==> config.mk <==
export PLATFORM = sky130hd
export DESIGN_NAME = tape_block_load_verify_flat
export DESIGN_NICKNAME = d
export VERILOG_FILES = /design/src/hw/rtl/tbl_pkg.sv /design/src/hw/rtl/tbl_if.sv /design/src/hw/rtl/tbl_csr.sv /design/src/hw/rtl/tbl_core.sv /design/src/hw/rtl/tape_block_load_verify.sv /design/src/flat_wrapper.sv
export SDC_FILE = /design/constraint.sdc
export NUM_CORES = 1
export LEC_CHECK = 0
export ABC_AREA = 0
export BUFFER_PORTS_ARGS = -buffer_cell sky130_fd_sc_hd__buf_2
export CAP_MARGIN = 20
export CORE_MARGIN = 2
export CORE_UTILIZATION = 56
export CTS_CLUSTER_SIZE = 10
export DETAILED_ROUTE_END_ITERATION = 6
export PLACE_DENSITY_LB_ADDON = 0.1
export SLEW_MARGIN = 5
export SYNTH_ARGS = -nofsm -noshare
export SYNTH_HDL_FRONTEND = slang
export SYNTH_HIERARCHICAL = 1
export SYNTH_SLANG_ARGS = --single-unit
==> constraint.sdc <==
create_clock -name clock -period 3.1 [get_ports clock]
set_input_delay 0.62 -clock clock [delete_from_list [all_inputs] [get_ports clock]]
set_output_delay 0.62 -clock clock [all_outputs]
set_load 0.05 [all_outputs]
==> src/hw/rtl/tbl_pkg.sv <==
package tbl_pkg;

   // Field widths of the tape block loader.
   localparam int ByteWidth = 8;
   localparam int AddrWidth = 16;
   localparam int CountWidth = 16;
   localparam int StatusWidth = 3;

   // Configuration port geometry.
   localparam int CsrDataWidth = 32;
   localparam int CsrAddrWidth = 4;

   // Register indexes on the configuration port.
   typedef enum logic [1:0] {
      REG_EXPECTED_TYPE = 2'd0,
      REG_DATA_COUNT    = 2'd1,
      REG_START_ADDRESS = 2'd2,
      REG_VERIFY_MODE   = 2'd3
   } reg_index_type;

   // Outcome codes reported with every result.
   typedef enum logic [StatusWidth-1:0] {
      STATUS_BUSY     = 3'd0,
      STATUS_OK       = 3'd1,
      STATUS_WRONG    = 3'd2,
      STATUS_MISMATCH = 3'd3,
      STATUS_TRUNC    = 3'd4,
      STATUS_CRC_ONE  = 3'd5,
      STATUS_CRC_BAD  = 3'd6,
      STATUS_IGNORED  = 3'd7
   } status_type;

   // Where the block stands within the current tape block.
   typedef enum logic [1:0] {
      PHASE_TYPE   = 2'd0,
      PHASE_BODY   = 2'd1,
      PHASE_IGNORE = 2'd2
   } phase_type;

   // Configuration handed from the register bank to the datapath.
   typedef struct packed {
      logic [ByteWidth-1:0]  expected_type;
      logic [CountWidth-1:0] data_count;
      logic [AddrWidth-1:0]  start_address;
      logic                  verify_mode;
   } cfg_type;

   // One result item.
   typedef struct packed {
      logic                  write_enable;
      logic [AddrWidth-1:0]  write_address;
      logic [ByteWidth-1:0]  write_data;
      status_type            status;
      logic [CountWidth-1:0] bytes_done;
      logic [ByteWidth-1:0]  report_byte;
      logic [ByteWidth-1:0]  checksum_residue;
   } rsp_payload_type;

endpackage

==> src/hw/rtl/tbl_if.sv <==
// Request channel: one tape byte with its memory byte and end marker.
interface tbl_req_if;
   logic       valid;
   logic       ready;
   logic [7:0] tape_byte;
   logic [7:0] memory_byte;
   logic       block_end;

   modport source (output valid, output tape_byte, output memory_byte,
                   output block_end, input ready);
   modport sink (input valid, input tape_byte, input memory_byte,
                 input block_end, output ready);
endinterface

// Result channel: the outcome of one request.
interface tbl_rsp_if;
   logic        valid;
   logic        ready;
   logic        write_enable;
   logic [15:0] write_address;
   logic [7:0]  write_data;
   logic [2:0]  status;
   logic [15:0] bytes_done;
   logic [7:0]  report_byte;
   logic [7:0]  checksum_residue;

   modport source (output valid, output write_enable, output write_address,
                   output write_data, output status, output bytes_done,
                   output report_byte, output checksum_residue, input ready);
   modport sink (input valid, input write_enable, input write_address,
                 input write_data, input status, input bytes_done,
                 input report_byte, input checksum_residue, output ready);
endinterface

==> src/hw/rtl/tbl_csr.sv <==
module tbl_csr
   import tbl_pkg::*;
(
   input  logic                    clock,
   input  logic                    reset,
   input  logic                    psel,
   input  logic                    penable,
   input  logic                    pwrite,
   input  logic [CsrAddrWidth-1:0] paddr,
   input  logic [CsrDataWidth-1:0] pwdata,
   output logic [CsrDataWidth-1:0] prdata,
   output logic                    pready,
   output cfg_type                 cfg
);

   cfg_type       cfg_ff;
   cfg_type       cfg_in;
   reg_index_type index;
   logic          write_strobe;

   assign pready = 1'b1;
   assign index = reg_index_type'(paddr[CsrAddrWidth-1:2]);
   assign write_strobe = psel && penable && pwrite;

   // Register writes at the access cycle.
   always_comb begin
      cfg_in = cfg_ff;
      if (write_strobe) begin
         unique case (index)
            REG_EXPECTED_TYPE: cfg_in.expected_type = pwdata[ByteWidth-1:0];
            REG_DATA_COUNT:    cfg_in.data_count = pwdata[CountWidth-1:0];
            REG_START_ADDRESS: cfg_in.start_address = pwdata[AddrWidth-1:0];
            REG_VERIFY_MODE:   cfg_in.verify_mode = pwdata[0];
            default:           cfg_in = cfg_ff;
         endcase
      end
   end

   always_ff @(posedge clock) begin
      if (reset) begin
         cfg_ff <= '0;
      end else begin
         cfg_ff <= cfg_in;
      end
   end

   // Read back of the addressed register.
   always_comb begin
      prdata = '0;
      unique case (index)
         REG_EXPECTED_TYPE: prdata[ByteWidth-1:0] = cfg_ff.expected_type;
         REG_DATA_COUNT:    prdata[CountWidth-1:0] = cfg_ff.data_count;
         REG_START_ADDRESS: prdata[AddrWidth-1:0] = cfg_ff.start_address;
         REG_VERIFY_MODE:   prdata[0] = cfg_ff.verify_mode;
         default:           prdata = '0;
      endcase
   end

   assign cfg = cfg_ff;

endmodule

==> src/hw/rtl/tbl_core.sv <==
module tbl_core
   import tbl_pkg::*;
(
   input  logic    clock,
   input  logic    reset,
   input  cfg_type cfg,
   tbl_req_if.sink   req,
   tbl_rsp_if.source rsp
);

   // Input register.
   logic                 in_valid_ff;
   logic [ByteWidth-1:0] tape_ff;
   logic [ByteWidth-1:0] mem_ff;
   logic                 end_ff;

   // Block state.
   phase_type             phase_ff;
   phase_type             phase_in;
   logic [CountWidth-1:0] offset_ff;
   logic [CountWidth-1:0] offset_in;
   logic [ByteWidth-1:0]  xor_ff;
   logic [ByteWidth-1:0]  xor_in;

   // Result register.
   logic            out_valid_ff;
   rsp_payload_type out_ff;
   rsp_payload_type result;

   logic                  advance;
   logic                  take_req;
   logic [ByteWidth-1:0]  residue;
   logic [CountWidth-1:0] offset_next;

   // The input stage moves on whenever the result register is free or being emptied.
   assign advance = in_valid_ff && (!out_valid_ff || rsp.ready);
   assign req.ready = !in_valid_ff || advance;
   assign take_req = req.valid && req.ready;

   assign residue = xor_ff ^ tape_ff;
   assign offset_next = offset_ff + CountWidth'(1);

   // Per-byte decision on the registered request.
   always_comb begin
      result = '0;
      result.status = STATUS_BUSY;
      phase_in = phase_ff;
      offset_in = offset_ff;
      xor_in = xor_ff;
      unique case (phase_ff)
         PHASE_TYPE: begin
            if (tape_ff != cfg.expected_type) begin
               result.status = STATUS_WRONG;
               result.report_byte = tape_ff;
               result.checksum_residue = tape_ff ^ cfg.expected_type;
               phase_in = end_ff ? PHASE_TYPE : PHASE_IGNORE;
            end else begin
               xor_in = tape_ff;
               offset_in = '0;
               if (end_ff) begin
                  result.status = STATUS_TRUNC;
                  phase_in = PHASE_TYPE;
               end else begin
                  phase_in = PHASE_BODY;
               end
            end
         end
         PHASE_BODY: begin
            priority if (offset_ff >= cfg.data_count) begin
               // Checksum byte closes the block.
               if (residue == '0) begin
                  result.status = STATUS_OK;
               end else if (residue == ByteWidth'(1)) begin
                  result.status = STATUS_CRC_ONE;
               end else begin
                  result.status = STATUS_CRC_BAD;
               end
               result.report_byte = tape_ff;
               result.checksum_residue = residue;
               result.bytes_done = offset_ff;
               phase_in = end_ff ? PHASE_TYPE : PHASE_IGNORE;
            end else if (cfg.verify_mode && (tape_ff != mem_ff)) begin
               result.status = STATUS_MISMATCH;
               result.bytes_done = offset_ff;
               phase_in = end_ff ? PHASE_TYPE : PHASE_IGNORE;
            end else begin
               // Data byte: write or verified match.
               result.write_address = cfg.start_address + offset_ff;
               if (!cfg.verify_mode) begin
                  result.write_enable = 1'b1;
                  result.write_data = tape_ff;
               end
               xor_in = residue;
               offset_in = offset_next;
               result.bytes_done = offset_next;
               if (end_ff) begin
                  result.status = STATUS_TRUNC;
                  phase_in = PHASE_TYPE;
               end
            end
         end
         default: begin
            result.status = STATUS_IGNORED;
            phase_in = end_ff ? PHASE_TYPE : PHASE_IGNORE;
         end
      endcase
   end

   // Control and state registers.
   always_ff @(posedge clock) begin
      if (reset) begin
         in_valid_ff <= 1'b0;
         out_valid_ff <= 1'b0;
         phase_ff <= PHASE_TYPE;
         offset_ff <= '0;
         xor_ff <= '0;
      end else begin
         if (take_req) begin
            in_valid_ff <= 1'b1;
         end else if (advance) begin
            in_valid_ff <= 1'b0;
         end
         if (advance) begin
            out_valid_ff <= 1'b1;
            phase_ff <= phase_in;
            offset_ff <= offset_in;
            xor_ff <= xor_in;
         end else if (rsp.ready) begin
            out_valid_ff <= 1'b0;
         end
      end
   end

   // Payload registers.
   always_ff @(posedge clock) begin
      if (take_req) begin
         tape_ff <= req.tape_byte;
         mem_ff <= req.memory_byte;
         end_ff <= req.block_end;
      end
      if (advance) begin
         out_ff <= result;
      end
   end

   assign rsp.valid = out_valid_ff;
   assign rsp.write_enable = out_ff.write_enable;
   assign rsp.write_address = out_ff.write_address;
   assign rsp.write_data = out_ff.write_data;
   assign rsp.status = out_ff.status;
   assign rsp.bytes_done = out_ff.bytes_done;
   assign rsp.report_byte = out_ff.report_byte;
   assign rsp.checksum_residue = out_ff.checksum_residue;

endmodule

==> src/hw/rtl/tape_block_load_verify.sv <==
// Channel    Direction  Carries
// req_chan   in         tape_byte, memory_byte, block_end
// rsp_chan   out        write_enable, write_address, write_data, status,
//                       bytes_done, report_byte, checksum_residue
// psel..     in/out     APB-style register port, four registers
//
// Each request is registered, decided by one pass of compare, XOR and a
// 16-bit count update, and its result registered: one request per cycle
// sustained while rsp_chan is ready, set by the block state register update.
// Reset is synchronous and returns the block to waiting for a type byte.
// A stall on the result channel holds the result register and then the input
// register; a new request is still taken while a finished result waits.
module tape_block_load_verify
   import tbl_pkg::*;
(
   input  logic                    clock,
   input  logic                    reset,
   tbl_req_if.sink                 req_chan,
   tbl_rsp_if.source               rsp_chan,
   input  logic                    psel,
   input  logic                    penable,
   input  logic                    pwrite,
   input  logic [CsrAddrWidth-1:0] paddr,
   input  logic [CsrDataWidth-1:0] pwdata,
   output logic [CsrDataWidth-1:0] prdata,
   output logic                    pready
);

   cfg_type cfg;

   tbl_csr u_csr (
      .clock   (clock),
      .reset   (reset),
      .psel    (psel),
      .penable (penable),
      .pwrite  (pwrite),
      .paddr   (paddr),
      .pwdata  (pwdata),
      .prdata  (prdata),
      .pready  (pready),
      .cfg     (cfg)
   );

   tbl_core u_core (
      .clock (clock),
      .reset (reset),
      .cfg   (cfg),
      .req   (req_chan),
      .rsp   (rsp_chan)
   );

endmodule
==> src/flat_wrapper.sv <==
// flat-port wrapper written by rule: the top's interface ports become plain ports
module tape_block_load_verify_flat import tbl_pkg::*;
  (clock, reset, psel, penable, pwrite, paddr, pwdata, prdata, pready, req_chan_valid, req_chan_tape_byte, req_chan_memory_byte, req_chan_block_end, req_chan_ready, rsp_chan_valid, rsp_chan_write_enable, rsp_chan_write_address, rsp_chan_write_data, rsp_chan_status, rsp_chan_bytes_done, rsp_chan_report_byte, rsp_chan_checksum_residue, rsp_chan_ready);
  tbl_req_if req_chan_i ();
  tbl_rsp_if rsp_chan_i ();
  input  logic clock;
  input  logic reset;
  input  logic psel;
  input  logic penable;
  input  logic pwrite;
  input  logic [CsrAddrWidth-1:0] paddr;
  input  logic [CsrDataWidth-1:0] pwdata;
  output logic [CsrDataWidth-1:0] prdata;
  output logic pready;
  input wire logic [$bits(req_chan_i.valid)-1:0] req_chan_valid;
  input wire logic [$bits(req_chan_i.tape_byte)-1:0] req_chan_tape_byte;
  input wire logic [$bits(req_chan_i.memory_byte)-1:0] req_chan_memory_byte;
  input wire logic [$bits(req_chan_i.block_end)-1:0] req_chan_block_end;
  output wire logic [$bits(req_chan_i.ready)-1:0] req_chan_ready;
  output wire logic [$bits(rsp_chan_i.valid)-1:0] rsp_chan_valid;
  output wire logic [$bits(rsp_chan_i.write_enable)-1:0] rsp_chan_write_enable;
  output wire logic [$bits(rsp_chan_i.write_address)-1:0] rsp_chan_write_address;
  output wire logic [$bits(rsp_chan_i.write_data)-1:0] rsp_chan_write_data;
  output wire logic [$bits(rsp_chan_i.status)-1:0] rsp_chan_status;
  output wire logic [$bits(rsp_chan_i.bytes_done)-1:0] rsp_chan_bytes_done;
  output wire logic [$bits(rsp_chan_i.report_byte)-1:0] rsp_chan_report_byte;
  output wire logic [$bits(rsp_chan_i.checksum_residue)-1:0] rsp_chan_checksum_residue;
  input wire logic [$bits(rsp_chan_i.ready)-1:0] rsp_chan_ready;
  assign req_chan_i.valid = req_chan_valid;
  assign req_chan_i.tape_byte = req_chan_tape_byte;
  assign req_chan_i.memory_byte = req_chan_memory_byte;
  assign req_chan_i.block_end = req_chan_block_end;
  assign req_chan_ready = req_chan_i.ready;
  assign rsp_chan_valid = rsp_chan_i.valid;
  assign rsp_chan_write_enable = rsp_chan_i.write_enable;
  assign rsp_chan_write_address = rsp_chan_i.write_address;
  assign rsp_chan_write_data = rsp_chan_i.write_data;
  assign rsp_chan_status = rsp_chan_i.status;
  assign rsp_chan_bytes_done = rsp_chan_i.bytes_done;
  assign rsp_chan_report_byte = rsp_chan_i.report_byte;
  assign rsp_chan_checksum_residue = rsp_chan_i.checksum_residue;
  assign rsp_chan_i.ready = rsp_chan_ready;
  tape_block_load_verify u_core (.clock(clock), .reset(reset), .req_chan(req_chan_i), .rsp_chan(rsp_chan_i), .psel(psel), .penable(penable), .pwrite(pwrite), .paddr(paddr), .pwdata(pwdata), .prdata(prdata), .pready(pready));
endmodule
==> impl_results.md <==
* Status: completed
* Die ar. at 15360 µm²
* Chip width at 123.9 µm
* GR Util All Layers at between 20% and 30%
* CTS resizes at 0
* CTS tree: built
* Final hold violation count at 0
* Rows at 43
* ANT nets after route at 0
* Cell count after placement at 1081
* Slew HR at between 40% and 50%
* TritonCTS Buffers at 17
* WL/cell at 17.91 µm
* Avg Synthesized Cell Area at 10.16 µm²
* GRT Residual Overflow at 0
* Pwr dens at 502.2 nW/µm²
* Number of post-CTS setup repair buffers at 0
* Cell count after synthesis at 793
* Highest Clock Rate at 343.6 MHz
* Tmin final at between 2000 and 3000 ps
* Placed cell area at 8827 µm²
* DRT Wirelength at 19930 µm
* Async SR Flop Fraction at 0%
* Max VDD drop at roughly 340 µV
* Critical path startpoint category: register
* Final Cycle Share at between 90 and 100%
* First-pass GRT wire length at 30750 µm
* Detailed Route Iter0 Violations at 522
* CTS H-tree depth at 4
* Largest net degree at the start of global routing at 35
* Clk buf depth at 2
* Ys flop type: edfxtp_1
* Initial Util at 57.58%
* Nets at 1020
* Crit path DAT at 3170 ps
* Leading area contributor after synthesis: edfxtp_1
* Final core occ at 67.47%
* Root Driver: clkbuf_16
* RSZ-0062 raised after global routing: no
* Flops & latches, synth at 146
* Placeable Area at 13990 µm²
* Die Span Y at 123.9 µm
* Hold_buf cts at 0
* FF-to-FF setup slack at 190 ps
* Via-per-instance ratio at 5.789
* Setup tns final at 0 ps
* Worst slew pin tran at between 800 and 900 ps
* Final Cell Area at 9438 µm²
* Worst hold path class: in2reg
* Max-slew violations at 0
* Synthesized cell area at 8055 µm²
* IO Count at 155
* Setup-failing EPs final at 0
* Clk Latency, worst-skew pair at 430 ps
* Synth top area share at 28.70%
* Post-synth cell types at 57
* Hpwl dp at 14530 µm
* P_leak at 3.864 nW
* Drt drc at 0
* Via Count at 6443
* Worst endpoint required time at 3360 ps
* Crit Path Max Fanout at 7
* # clock sinks at 146
* Synth top area cells: edfxtp_1 (29%), dfxtp_1 (17%), ha_1 (6.1%)
* WS Path Type: reg2reg
* Post-synth EDFFs at between 70 and 80
* Seq/Total Area, Yosys at 45.85%
* Worst setup margin at approximately 190 ps
* CP endpoint kind: register
* Initial antenna violation count at 0
* Ys Warns at 6
* Max Cap Viol at 0
* Clock Skew at 6.422 ps
* Area growth, synth to finish at 17.16%
* Gpl congestion at 0.9439
* DR pass1 iterations at 5
* ANT cells at 0
* Clock slew at reported path FFs at ~60 ps
* Setup WS pre-CTS at 189.1 ps
* IO buf count at 119
* Vias in the first global route at around 6000
* Final cell count without fillers at 1113
* Layout cell share with drive strength beyond 1 at 20.47%
==> critical path: stages (launching register included) <==
cell and delay [ps]:
dfxtp_1 480, ha_1 270, inv_1 70, fa_1 370
nor2b_1 160, o21ai_0 110, a21boi_0 350, o21ai_1 230
or4_1 540, a31oi_1 160
==> metrics by stage <==
stage	hold slack (ps)	power (W)
after floorplan	461.2	0.002537
after global placement	476.5	0.002631
after detailed placement	500.0	0.002645
after CTS	349.8	0.004764
after global routing	352.2	0.004873
final	366.2	0.004739
==> cell usage after synthesis (all sizes together) (6+ instances only) <==
library cell,instances
edfxtp,77
and3,9
clkbuf,20
nand2,29
inv,30
mux2i,42
nor2,63
buf,34
o21ai,33
o21a,6
nand3,15
a222oi,8
a311oi,7
xor2,16
dfxtp,69
a21oi,41
a221oi,6
nor3,30
o211a,9
nor2b,12
xnor2,41
nand2b,62
a31o,8
and2,18
ha,39
a22oi,8
nand4,11
==> cells by family after synthesis <==
group           Yosys count  share of synthesized area (%)
other cells               2                        0.09323
fa+ha+maj                40                          6.306
mux                      42                          5.219
compound gates          150                          12.75
xor+xnor                 57                          6.197
buf+inv                  84                          5.468
simple gates            272                          18.11
flops                   146                          45.85
==> sequential cells by signal, summed over array words and instances (netlist names), 16 cells and up <==
name                             flops
u_core/u_core/rsp.write_address     16
u_core/u_core/offset_ff             16
u_core/u_csr/cfg                    41
u_core/u_core/rsp.bytes_done        16
==> placed cells by master, fill, tap and decap left out, types with 7 or more instances in the layout <==
master     netlist  layout
buf_2           10     119
edfxtp_1        77      77
dfxtp_1         69      69
nor2_1          63      63
nand2b_1        62      62
mux2i_1         42      42
a21oi_1         41      41
xnor2_1         41      41
ha_1            39      39
nor3_1          30      30
nand2_1         29      29
inv_1           30      29
o21ai_0         31      29
buf_4           19      27
and2_1          18      18
clkbuf_16        0      17
conb_1           2      17
xor2_1          16      16
nand3_1         15      15
nor2b_1         12      12
nand4_1          9       9
o211a_1          9       9
and3_1           9       9
a31o_2           8       8
a222oi_1         8       8
a22oi_1          8       8
a311oi_1         7       7
==> metal layers <==
layer / GRT usage [%] / wire (µm) / up-vias
met5: 0 / 0 / -
met2: 40.97 / 9100 / 317
met1: 37.23 / 8861 / 3028
li1: - / - / 3077
met4: 7.233 / 241 / 0
met3: 5.495 / 1731 / 21
==> report_power, final <==
part	switching, W	internal [W]
logic	0.000346	0.000130
registers	0.0000353	0.00210
clock network	0.000769	0.00136
total	0.00115	0.00359
==> cell type report <==
cell class	count	area, µm²
Clock buffer	22	454.2
Tap cell	180	225.2
Multi-Input combinational cell	578	3978
Fill cell	1108	4551
Sequential cell	146	3694
Timing Repair Buffer	147	818.3
Inverter	30	112.6
Clock inverter	10	156.4
==> path summary, 6_finish.rpt <==
| check | startpoint | to | depth (start not counted) |
|---|---|---|---|
| max | u_core/u_core/offset_ff[0] | u_core/u_core/rsp.write_address[14] | 9 |
| max reg2reg | u_core/u_core/offset_ff[0] | u_core/u_core/rsp.write_address[14] | 9 |
| min | req_chan_memory_byte[0] | u_core/u_core/mem_ff[0] | 1 |
| min reg2reg | u_core/u_csr/cfg[31] | u_core/u_csr/cfg[31] | 2 |
No activity file was read; power rests on OpenSTA's default activity.
